**src/design/table_driven_dfa_recognizer_unit_assert.svh**
```systemverilog
// Assertion shorthands shared by the recognizer modules.
// Each expects clk and rst in scope.
`ifndef TABLE_DRIVEN_DFA_RECOGNIZER_UNIT_ASSERT_SVH
`define TABLE_DRIVEN_DFA_RECOGNIZER_UNIT_ASSERT_SVH

// same-cycle implication
`define TDFA_ASSERT_IMPL(lbl, ante, cons, msg) \
  lbl: assert property (@(posedge clk) disable iff (rst) (ante) |-> (cons)) \
    else $error(msg);

// next-cycle implication
`define TDFA_ASSERT_NEXT(lbl, ante, cons, msg) \
  lbl: assert property (@(posedge clk) disable iff (rst) (ante) |=> (cons)) \
    else $error(msg);

`endif

```
**src/design/tdfa_pkg.sv**
```systemverilog
package tdfa_pkg;

  localparam int NUM_STATES  = 16;
  localparam int NUM_SYMBOLS = 8;
  localparam int STATE_W     = 4;
  localparam int IDX_W       = 3;
  localparam int ADDR_W      = STATE_W + IDX_W;
  localparam int DEPTH       = NUM_STATES * NUM_SYMBOLS;
  localparam int CHAR_W      = 8;
  localparam int LEN_W       = 4;
  localparam int KIND_W      = 2;
  localparam int STATUS_W    = 2;
  localparam int CFG_IDX_W   = 2;
  localparam int CFG_DATA_W  = 64;

  // queue depth, power of two
  localparam int Q_DEPTH = 2;
  localparam int Q_PTR_W = 1;
  localparam int Q_CNT_W = 2;

  localparam logic [KIND_W-1:0] KIND_STEP    = 2'd0;
  localparam logic [KIND_W-1:0] KIND_WRITE   = 2'd1;
  localparam logic [KIND_W-1:0] KIND_RESTART = 2'd2;

  localparam logic [STATUS_W-1:0] ST_OK      = 2'd0;
  localparam logic [STATUS_W-1:0] ST_UNKNOWN = 2'd1;
  localparam logic [STATUS_W-1:0] ST_UNDEF   = 2'd2;

  localparam logic [CFG_IDX_W-1:0] REG_START_STATE = 2'd0;
  localparam logic [CFG_IDX_W-1:0] REG_ACCEPT_MASK = 2'd1;
  localparam logic [CFG_IDX_W-1:0] REG_ALPHA_CHARS = 2'd2;
  localparam logic [CFG_IDX_W-1:0] REG_ALPHA_LEN   = 2'd3;

  typedef struct packed {
    logic [KIND_W-1:0]  kind;
    logic               hit;
    logic [IDX_W-1:0]   idx;
    logic [STATE_W-1:0] from_state;
    logic [IDX_W-1:0]   symbol_index;
    logic [STATE_W-1:0] target_state;
    logic               entry_defined;
  } item_t;

  typedef struct packed {
    logic [NUM_SYMBOLS*CHAR_W-1:0] chars;
    logic [LEN_W-1:0]              len;
  } alpha_cfg_t;

  typedef struct packed {
    logic [STATE_W-1:0]    start_state;
    logic [NUM_STATES-1:0] accept_mask;
  } back_cfg_t;

endpackage

```
**src/design/table_driven_dfa_recognizer_unit.sv**
```systemverilog
// Programmable DFA recogniser. Configure the start state, accepting set and
// alphabet (at most eight characters) through the write port while idle, fill
// the 16 x 8 transition table with write items, then stream symbol items; each
// item gives exactly one result beat with the state after it, its accepting bit
// and a status (ok, symbol not in alphabet, transition undefined; on an error
// the state holds). The transition table reads as all undefined straight after
// reset, with no clearing pass. The input side takes one beat a cycle, while
// the two-entry queue has room; the back end retires a write, restart or
// unknown symbol straight from idle and a table step through a look state on
// the registered table read, which the next step's address depends on.
module table_driven_dfa_recognizer_unit (
  input  logic                              clk,
  input  logic                              rst,
  input  logic                              cfg_we,
  input  logic [tdfa_pkg::CFG_IDX_W-1:0]    cfg_index,
  input  logic [tdfa_pkg::CFG_DATA_W-1:0]   cfg_data,
  input  logic                              in_valid,
  output logic                              in_ready,
  input  logic [tdfa_pkg::KIND_W-1:0]       kind,
  input  logic [tdfa_pkg::CHAR_W-1:0]       symbol,
  input  logic [tdfa_pkg::STATE_W-1:0]      from_state,
  input  logic [tdfa_pkg::IDX_W-1:0]        symbol_index,
  input  logic [tdfa_pkg::STATE_W-1:0]      target_state,
  input  logic                              entry_defined,
  output logic                              out_valid,
  input  logic                              out_ready,
  output logic [tdfa_pkg::STATE_W-1:0]      current_state_out,
  output logic                              accepted,
  output logic [tdfa_pkg::STATUS_W-1:0]     status
);
  import tdfa_pkg::*;

  alpha_cfg_t alpha;
  back_cfg_t  bcfg;
  logic       q_full;
  logic       q_push;
  item_t      q_item;
  logic       q_pop;
  logic       q_valid;
  item_t      q_head;

  always_ff @(posedge clk) begin
    if (rst) begin
      bcfg.start_state <= '0;
      bcfg.accept_mask <= '0;
      alpha.chars      <= '0;
      alpha.len        <= LEN_W'(1);
    end else if (cfg_we) begin
      case (cfg_index)
        REG_START_STATE: bcfg.start_state <= cfg_data[STATE_W-1:0];
        REG_ACCEPT_MASK: bcfg.accept_mask <= cfg_data[NUM_STATES-1:0];
        REG_ALPHA_CHARS: alpha.chars      <= cfg_data[NUM_SYMBOLS*CHAR_W-1:0];
        REG_ALPHA_LEN:   alpha.len        <= cfg_data[LEN_W-1:0];
        default: begin
        end
      endcase
    end
  end

  tdfa_front u_front (
    .in_valid      (in_valid),
    .in_ready      (in_ready),
    .kind          (kind),
    .symbol        (symbol),
    .from_state    (from_state),
    .symbol_index  (symbol_index),
    .target_state  (target_state),
    .entry_defined (entry_defined),
    .alpha         (alpha),
    .q_full        (q_full),
    .q_push        (q_push),
    .q_item        (q_item)
  );

  tdfa_fifo u_fifo (
    .clk        (clk),
    .rst        (rst),
    .push       (q_push),
    .push_item  (q_item),
    .full       (q_full),
    .pop        (q_pop),
    .head_valid (q_valid),
    .head       (q_head)
  );

  tdfa_back u_back (
    .clk               (clk),
    .rst               (rst),
    .cfg               (bcfg),
    .q_valid           (q_valid),
    .q_head            (q_head),
    .q_pop             (q_pop),
    .out_valid         (out_valid),
    .out_ready         (out_ready),
    .current_state_out (current_state_out),
    .accepted          (accepted),
    .status            (status)
  );

endmodule

```
**src/design/tdfa_front.sv**
```systemverilog
module tdfa_front (
  input  logic                              in_valid,
  output logic                              in_ready,
  input  logic [tdfa_pkg::KIND_W-1:0]       kind,
  input  logic [tdfa_pkg::CHAR_W-1:0]       symbol,
  input  logic [tdfa_pkg::STATE_W-1:0]      from_state,
  input  logic [tdfa_pkg::IDX_W-1:0]        symbol_index,
  input  logic [tdfa_pkg::STATE_W-1:0]      target_state,
  input  logic                              entry_defined,
  input  tdfa_pkg::alpha_cfg_t              alpha,
  input  logic                              q_full,
  output logic                              q_push,
  output tdfa_pkg::item_t                   q_item
);
  import tdfa_pkg::*;

  logic             hit;
  logic [IDX_W-1:0] idx;

  // lowest matching index wins
  always_comb begin
    hit = 1'b0;
    idx = '0;
    for (int i = NUM_SYMBOLS - 1; i >= 0; i--) begin
      if (int'(alpha.len) > i && alpha.chars[i*CHAR_W +: CHAR_W] == symbol) begin
        hit = 1'b1;
        idx = IDX_W'(i);
      end
    end
  end

  assign in_ready = !q_full;
  assign q_push   = in_valid && !q_full;

  always_comb begin
    q_item.kind          = kind;
    q_item.hit           = hit;
    q_item.idx           = idx;
    q_item.from_state    = from_state;
    q_item.symbol_index  = symbol_index;
    q_item.target_state  = target_state;
    q_item.entry_defined = entry_defined;
  end

endmodule

```
**src/design/tdfa_fifo.sv**
```systemverilog
`include "table_driven_dfa_recognizer_unit_assert.svh"

module tdfa_fifo (
  input  logic            clk,
  input  logic            rst,
  input  logic            push,
  input  tdfa_pkg::item_t push_item,
  output logic            full,
  input  logic            pop,
  output logic            head_valid,
  output tdfa_pkg::item_t head
);
  import tdfa_pkg::*;

  item_t              slots [Q_DEPTH];
  logic [Q_PTR_W-1:0] wptr;
  logic [Q_PTR_W-1:0] rptr;
  logic [Q_CNT_W-1:0] count;

  assign full       = count == Q_CNT_W'(Q_DEPTH);
  assign head_valid = count != '0;
  assign head       = slots[rptr];

  always_ff @(posedge clk) begin
    if (rst) begin
      wptr  <= '0;
      rptr  <= '0;
      count <= '0;
    end else begin
      if (push) begin
        wptr <= wptr + 1'b1;
      end
      if (pop) begin
        rptr <= rptr + 1'b1;
      end
      count <= count + Q_CNT_W'(push) - Q_CNT_W'(pop);
    end
  end

  always_ff @(posedge clk) begin
    if (push) begin
      slots[wptr] <= push_item;
    end
  end

  `TDFA_ASSERT_IMPL(a_pop_nonempty, pop, head_valid, "queue popped while empty")
  `TDFA_ASSERT_IMPL(a_push_room, push, !full, "queue pushed while full")
  `TDFA_ASSERT_NEXT(a_count_up, push && !pop, count == $past(count) + 1'b1, "queue count lost a beat")

endmodule

```
**src/design/tdfa_back.sv**
```systemverilog
`include "table_driven_dfa_recognizer_unit_assert.svh"

module tdfa_back (
  input  logic                            clk,
  input  logic                            rst,
  input  tdfa_pkg::back_cfg_t             cfg,
  input  logic                            q_valid,
  input  tdfa_pkg::item_t                 q_head,
  output logic                            q_pop,
  output logic                            out_valid,
  input  logic                            out_ready,
  output logic [tdfa_pkg::STATE_W-1:0]    current_state_out,
  output logic                            accepted,
  output logic [tdfa_pkg::STATUS_W-1:0]   status
);
  import tdfa_pkg::*;

  typedef enum logic {S_IDLE, S_LOOK} state_t;

  state_t             state;
  logic [STATE_W-1:0] cur_state;
  logic [DEPTH-1:0]   vld;

  logic [STATE_W:0]   table_mem [DEPTH];
  logic [STATE_W:0]   rd_entry;
  logic               rd_vld;
  logic               rd_def;

  logic [ADDR_W-1:0]  waddr;
  logic [ADDR_W-1:0]  raddr;
  logic               do_write;
  logic               do_look;

  assign q_pop    = state == S_IDLE && q_valid && (!out_valid || out_ready);
  assign waddr    = {q_head.from_state, q_head.symbol_index};
  assign raddr    = {cur_state, q_head.idx};
  assign do_write = q_pop && q_head.kind == KIND_WRITE;
  assign do_look  = q_pop && q_head.kind == KIND_STEP && q_head.hit;
  assign rd_def   = rd_vld && rd_entry[STATE_W];

  always_ff @(posedge clk) begin
    if (do_write) begin
      table_mem[waddr] <= {q_head.entry_defined, q_head.target_state};
    end
    if (do_look) begin
      rd_entry <= table_mem[raddr];
      rd_vld   <= vld[raddr];
    end
  end

  always_ff @(posedge clk) begin
    if (rst) begin
      state     <= S_IDLE;
      cur_state <= '0;
      vld       <= '0;
      out_valid <= 1'b0;
    end else begin
      case (state)
        S_IDLE: begin
          if (q_pop) begin
            case (q_head.kind)
              KIND_STEP: begin
                if (q_head.hit) begin
                  out_valid <= 1'b0;
                  state     <= S_LOOK;
                end else begin
                  current_state_out <= cur_state;
                  accepted          <= cfg.accept_mask[cur_state];
                  status            <= ST_UNKNOWN;
                  out_valid         <= 1'b1;
                end
              end
              KIND_WRITE: begin
                vld[waddr]        <= 1'b1;
                current_state_out <= cur_state;
                accepted          <= cfg.accept_mask[cur_state];
                status            <= ST_OK;
                out_valid         <= 1'b1;
              end
              KIND_RESTART: begin
                cur_state         <= cfg.start_state;
                current_state_out <= cfg.start_state;
                accepted          <= cfg.accept_mask[cfg.start_state];
                status            <= ST_OK;
                out_valid         <= 1'b1;
              end
              default: begin
                current_state_out <= cur_state;
                accepted          <= cfg.accept_mask[cur_state];
                status            <= ST_OK;
                out_valid         <= 1'b1;
              end
            endcase
          end else if (out_valid && out_ready) begin
            out_valid <= 1'b0;
          end
        end
        S_LOOK: begin
          out_valid <= 1'b1;
          state     <= S_IDLE;
          if (rd_def) begin
            cur_state         <= rd_entry[STATE_W-1:0];
            current_state_out <= rd_entry[STATE_W-1:0];
            accepted          <= cfg.accept_mask[rd_entry[STATE_W-1:0]];
            status            <= ST_OK;
          end else begin
            current_state_out <= cur_state;
            accepted          <= cfg.accept_mask[cur_state];
            status            <= ST_UNDEF;
          end
        end
        default: begin
          state <= S_IDLE;
        end
      endcase
    end
  end

  `TDFA_ASSERT_IMPL(a_look_slot_free, state == S_LOOK, !out_valid, "result slot taken")
  `TDFA_ASSERT_NEXT(a_look_follows, do_look, state == S_LOOK, "read without lookup")
  `TDFA_ASSERT_NEXT(a_undef_holds, state == S_LOOK && !rd_def, $stable(cur_state), "state moved")

endmodule

```
**config.mk**
```make
export PLATFORM = sky130hd
export DESIGN_NAME = table_driven_dfa_recognizer_unit
export DESIGN_NICKNAME = d
export VERILOG_FILES = /design/src/design/tdfa_pkg.sv /design/src/design/table_driven_dfa_recognizer_unit.sv /design/src/design/tdfa_front.sv /design/src/design/tdfa_fifo.sv /design/src/design/tdfa_back.sv
export VERILOG_INCLUDE_DIRS = /design/src /design/src/design
export SDC_FILE = /design/constraint.sdc
export NUM_CORES = 1
export LEC_CHECK = 0
export BUFFER_PORTS_ARGS = -buffer_cell sky130_fd_sc_hd__clkbuf_2
export CAP_MARGIN = 5
export CORE_MARGIN = 2
export CORE_UTILIZATION = 35
export DETAILED_ROUTE_END_ITERATION = 10
export GPL_TIMING_DRIVEN = 0
export MAX_ROUTING_LAYER = met4
export SLEW_MARGIN = 20
export SYNTH_ARGS = -nofsm -noshare
export SYNTH_HDL_FRONTEND = slang
export SYNTH_HIERARCHICAL = 1
export SYNTH_SLANG_ARGS = --single-unit
```
**constraint.sdc**
```tcl
create_clock -name clk -period 3.51 [get_ports clk]
set_clock_uncertainty 0.1 [all_clocks]
set_input_delay 0 -clock clk [delete_from_list [all_inputs] [get_ports clk]]
set_output_delay 0 -clock clk [all_outputs]
set_load 0.05 [all_outputs]
```
-- Yosys cells after proc, flatten, opt, wreduce, memory -nomap -nowiden
Memories as Yosys holds them, arrays and structs flattened. A register that Yosys moved wholly into a read port is not among the register bits.
Index checks and enable logic that the tools add are counted.
Widths: inputs -> output; s select.
- input port bits: 93
- word-level logic and storage cells: 145
- memories: 2
- memory bits (writable): 676
- output and inout bits: 9
- bits in registers: 234
- order comparisons: 14
- muxes and demuxes: 59
- add/sub/neg operators: 4
- reduce and logical (&&, ||, !) cells: 30
- bitwise operators: 3
- equal/unequal tests: 18
- memories (memory ; words ; bits a word ; rd ports ; clocked after memory_dff ; write ports ; line ; RTL):
    u_back.table_mem ; 128 ; 5 ; 1 ; 1 ; 1 ; tdfa_back.sv:24 ; logic [STATE_W:0] table_mem [DEPTH];
    u_fifo.slots ; 2 ; 18 ; 1 ; 1 ; 1 ; tdfa_fifo.sv:15 ; item_t slots [Q_DEPTH];
- operators with widths (kind ; count):
    $or 128x128->128 ; 1
    $eq 8x8->1 ; 8
    $mux 1 ; 29
    $mux 3 ; 8
    $pmux 4 s2 ; 3
    $mux 4 ; 5
    $logic_and 1x1->1 ; 17
    $gt 4x3->1 const B ; 4
    $lt 7x8->1 const B ; 2
    $lt 4x5->1 const B ; 3
    $bmux 1 s4 ; 3
    $reduce_and 2->1 ; 5
    $eq 2x2->1 const B ; 4
    $gt 4x1->1 const B ; 2
    $gt 4x2->1 const B ; 2
    $mux 2 ; 4
    $pmux 1 s2 ; 4
    $bmux 1 s7 ; 1
    $demux 1 s7 ; 1
    $ge 7x1->1 const B ; 1
    $reduce_and 3->1 ; 2
    $eq 2x1->1 const B ; 2
    $logic_not 2->1 ; 2
    $pmux 2 s2 ; 1
    11 further kinds ; 14

-- Logic depth before layout (Yosys ltp)
- word-level depth: 10
- depth in mapped cells: 10
- gate-level depth less buffers: 8

-- Cells and area by module
The synthesis kept the hierarchy.
- by module, submodules not included (module ; area each (µm²) ; sequential area each (µm²) ; cells each ; instances):
    tdfa_back ; 31028.5 ; 22291.4 ; 1642 ; 1
    table_driven_dfa_recognizer_unit ; 3796.1 ; 1761.7 ; 360 ; 1
    tdfa_fifo ; 1571.5 ; 1181.1 ; 77 ; 1
    tdfa_front ; 1043.5 ; 0.0 ; 136 ; 1

-- Worst setup path after synthesis
OpenSTA, ideal clock, no wires.
- path kind: reg-to-reg
- from: register (tool-made name)
- to: register u_back.rd_entry[0], read port of u_back.table_mem, data pin
- path buffers: 3
- required time: 3.150 ns
- arrival: 2.960 ns
- clock period less this slack: 3.320 ns
- path slack: 0.190 ns
- library setup time: 0.260 ns
- cell stages (with the launch flop): 9
- cell sequence: dfxtp_1 -> buf_6 -> mux2_2 -> clkbuf_1 -> clkbuf_1 -> mux4_2 -> mux4_2 -> mux4_2 -> mux2_2
- RTL lines (what ; line ; RTL):
    end, declared ; tdfa_back.sv:25 ; logic [STATE_W:0] rd_entry;

==> impl_metrics.yaml <==
outcome:
  status: "complete, but fails checks"
  violations: "negative setup slack"
global_route:
  grt_use_total_pct: 18.6
  grt_antenna_before_repair: 4
  grt_first_pass_wirelength_um: 145000
  grt_max_degree: 129
  grt-ovfl-total: 0
  grt_pass1_vias: 22100
timing:
  fin_crit_ns: 3.54
  min_period_over_period_pct: 101
  tightest_slew_ns: 1.09
  hold_slack_ns: 0.0496
  fin_ws_ns: -0.0317
  rsz0062_at_grt: "true"
  hold_violations: 0
  drv_slew: 0
  slew_headroom_pct: 27.2
  setup_violations: 41
  max_freq_mhz: 282
detailed_routing:
  viasPerCell: 5.35
  postRouteAntennaNets: 0
  drtIter0Drc: 2051
  wl_per_cell_um: 24.7
  dr.pass1.iters: 5
  vias: 21500
  drc: 0
  postRouteWirelength_um: 99400
power:
  power.density_mw_per_mm2: 671
  leakagePower_uw: 0.0148
  ir_drop_v: 0.000410
  power.total_uw: 30100
logic_synthesis:
  synthFlopType: "edfxtp_1"
  synth_seq_cells: 916
  synth.most_common_cell: "edfxtp_1"
  syn_inst: 2215
  yosys-top-cells-count: "edfxtp_1, nor2_1, mux4_2, dfxtp_1, nand2b_1"
  ys_seq_area_share_pct: 67.4
  synthDistinctLibCells: 50
  syn_nets: 2310
  synthesis.area_mm2: 0.0374
  synth-edff-count: 689
  synth_warnings: 6
  synthArstFlopShare_pct: 0
  yosys-top-cells-area: "edfxtp_1, mux4_2, dfxtp_1"
  yosysTopAreaCell: "edfxtp_1"
  synth_top_area_share_pct: 55.3
  postSynthAreaPerCell_um2: 16.9
cts:
  h-tree-depth: 3
  clockRootBuffer: "clkbuf_16"
  clock-sinks: 916
  cts_tree: "yes"
  clockBufferDepth: 3
  insertion_delay_ns: 0.69
  cts_buffers: 93
  worst_setup_hold_path_clk_slew_ns: 0.06
worst_setup_path:
  rrSetupSlack_ns: -0.03
  cp_max_fo: 8
  crit_buf_inv: 2
  rr_endpoint: "u_back/table_mem[51][1]"
  cp_num_cells: 7
  crit_path_end_kind: "flip-flop"
  critical_path.top_delay_family: "simple AND/OR/NAND/NOR gates"
  worst-endpoint-arrival_ns: 3.76
  path_cells: "buf_6, mux2_2, nor3b_1, and4b_1, clkbuf_1, nand3_1, nor2_1"
  cp.required_ns: 3.73
  worst_path_max_delay_cell: "nor2_1"
  critical_path_class: "flip-flop to flip-flop"
  ff2ff_path_depth: 7
  start_kind: "flip-flop"
  slowest_delay_ns: 0.60
  crit_end: "u_back/table_mem[51][1]"
run:
  cap_violations: 0
floorplanning:
  die_w_um: 331
  initial_core_util_pct: 35.4
  die_y_um: 331
  core_area_mm2: 0.106
  die_area_mm2: 0.110
  top_level_ports: 102
  rows: 119
placement:
  dp_hpwl_um: 65700
  gp_congestion: 0.879
  placed_cell_area_mm2: 0.0397
  dp.cells: 3687
  portBuffers: 79
final_layout:
  instances_no_fill: 4019
  drive_gt1_share_pct: 26.1
  final_core_util_pct: 42.4
  num-nets-final: 2640
  area_delta_synth_final_pct: 19.7
  fillers: 9255
  final_area_mm2: 0.0448
min_path:
  hold_class: "input port to flip-flop"
[flip-flops by register name (all words and copies together) (netlist names), named ones only]
register                  count
u_fifo/wptr                   1
u_back/status                 2
u_back/accepted               1
u_back/cur_state              4
u_fifo/count                  2
u_back/out_valid              1
u_back/rd_vld                 1
u_back/rd_entry               5
u_back/vld                  128
bcfg                         20
u_back/table_mem            640
u_fifo/slots                 36
u_back/current_state_out      4
u_fifo/rptr                   1
alpha                        68
u_back/state                  1
[per-stage QoR]
step	setup slack (ns)	TNS, ns
global placement	-1.09	-58.14
finish	-0.0317	-0.603
detailed placement	-1.08	-100.48
floorplan	0.190	0
global route	-0.140	-8.93
CTS	-0.0124	-0.0171
[cell type report]
cell class / count / area (µm²) / area share [%]
Clock buffer: 114 / 2520 / 5.62
Tap cell: 1391 / 1740 / 3.88
Buffer: 158 / 1160 / 2.59
Timing Repair Buffer: 237 / 1980 / 4.42
Clock inverter: 61 / 601 / 1.34
Multi-Input combinational cell: 1133 / 11600 / 25.8
Inverter: 6 / 22.5 / 0.0502
Sequential cell: 916 / 25200 / 56.3
Antenna cell: 3 / 7.51 / 0.0167
[worst min-delay path by stage]
stage / start / endpoint / cells past startpoint
final: from_state[0] / u_fifo/slots[1][8] / 2
after global routing: from_state[0] / u_fifo/slots[1][8] / 2
after CTS: kind[0] / u_fifo/slots[1][16] / 2
after detailed placement: from_state[3] / u_fifo/slots[1][11] / 1
after global placement: from_state[3] / u_fifo/slots[0][11] / 1
after floorplan: rst / u_fifo/count[0] / 1
[per-layer routing]
metal / up-vias / track usage (%) / share of wire [%]
met5: - / - / 0
met4: 0 / 6.44 / 3.5
met3: 198 / 3.53 / 7.7
met2: 950 / 29.8 / 48
met1: 11200 / 23.8 / 41
li1: 9188 / - / -
[where the power goes]
| group | total (µW) | internal, µW | switching [µW] |
|---|---|---|---|
| Combinational | 7420 | 2950 | 4470 |
| Clock | 10000 | 5740 | 4280 |
| Sequential | 12600 | 12500 | 108 |
[cell usage in the layout, fill, tap and decap left out, types with 11 or more instances in the layout]
| cell type | n |
|---|---|
| nand2b_1 | 154 |
| clkbuf_16 | 96 |
| dlygate4sd3_1 | 149 |
| mux2_2 | 11 |
| clkbuf_2 | 90 |
| nand2_1 | 18 |
| xor2_1 | 38 |
| buf_4 | 32 |
| nand3_1 | 11 |
| mux2i_1 | 90 |
| clkinv_1 | 15 |
| clkinv_2 | 18 |
| buf_6 | 27 |
| clkbuf_1 | 73 |
| o21ba_2 | 24 |
| edfxtp_1 | 689 |
| nor2_2 | 31 |
| a21oi_1 | 107 |
| mux4_2 | 265 |
| nor2b_1 | 11 |
| dfxtp_1 | 227 |
| nor3_1 | 14 |
| xnor2_1 | 28 |
| nor2_1 | 235 |
[worst register-to-register path, cell delays in order, from the launching register on]
cell	delay, ns
dfxtp_1	0.32
buf_6	0.17
mux2_2	0.40
nor3b_1	0.37
and4b_1	0.26
clkbuf_1	0.46
nand3_1	0.52
nor2_1	0.61
[what timing repair did]
action                     CTS  global route
gates resized for setup    118            57
pin swaps                    1             1
cloned                       0             0
setup buffers                4             3
hold buffers               149             0
hold endpoints to repair   136             0
setup endpoints to repair  457           377
[cells by family (layout without fill, tap and decap cells)]
kind of cell    count (synthesis)  in the layout  share of synthesized area (%)
compound gates                156            156                           2.55
mux                           379            379                           19.2
buf+inv                       166            576                           2.25
xor+xnor                       67             67                           1.60
simple gates                  529            529                           6.95
flops                         916            916                           67.4
other cells                     0              3                              0
fa+ha+maj                       2              2                         0.0668
Note: power is estimated with default switching activity, not from simulation.
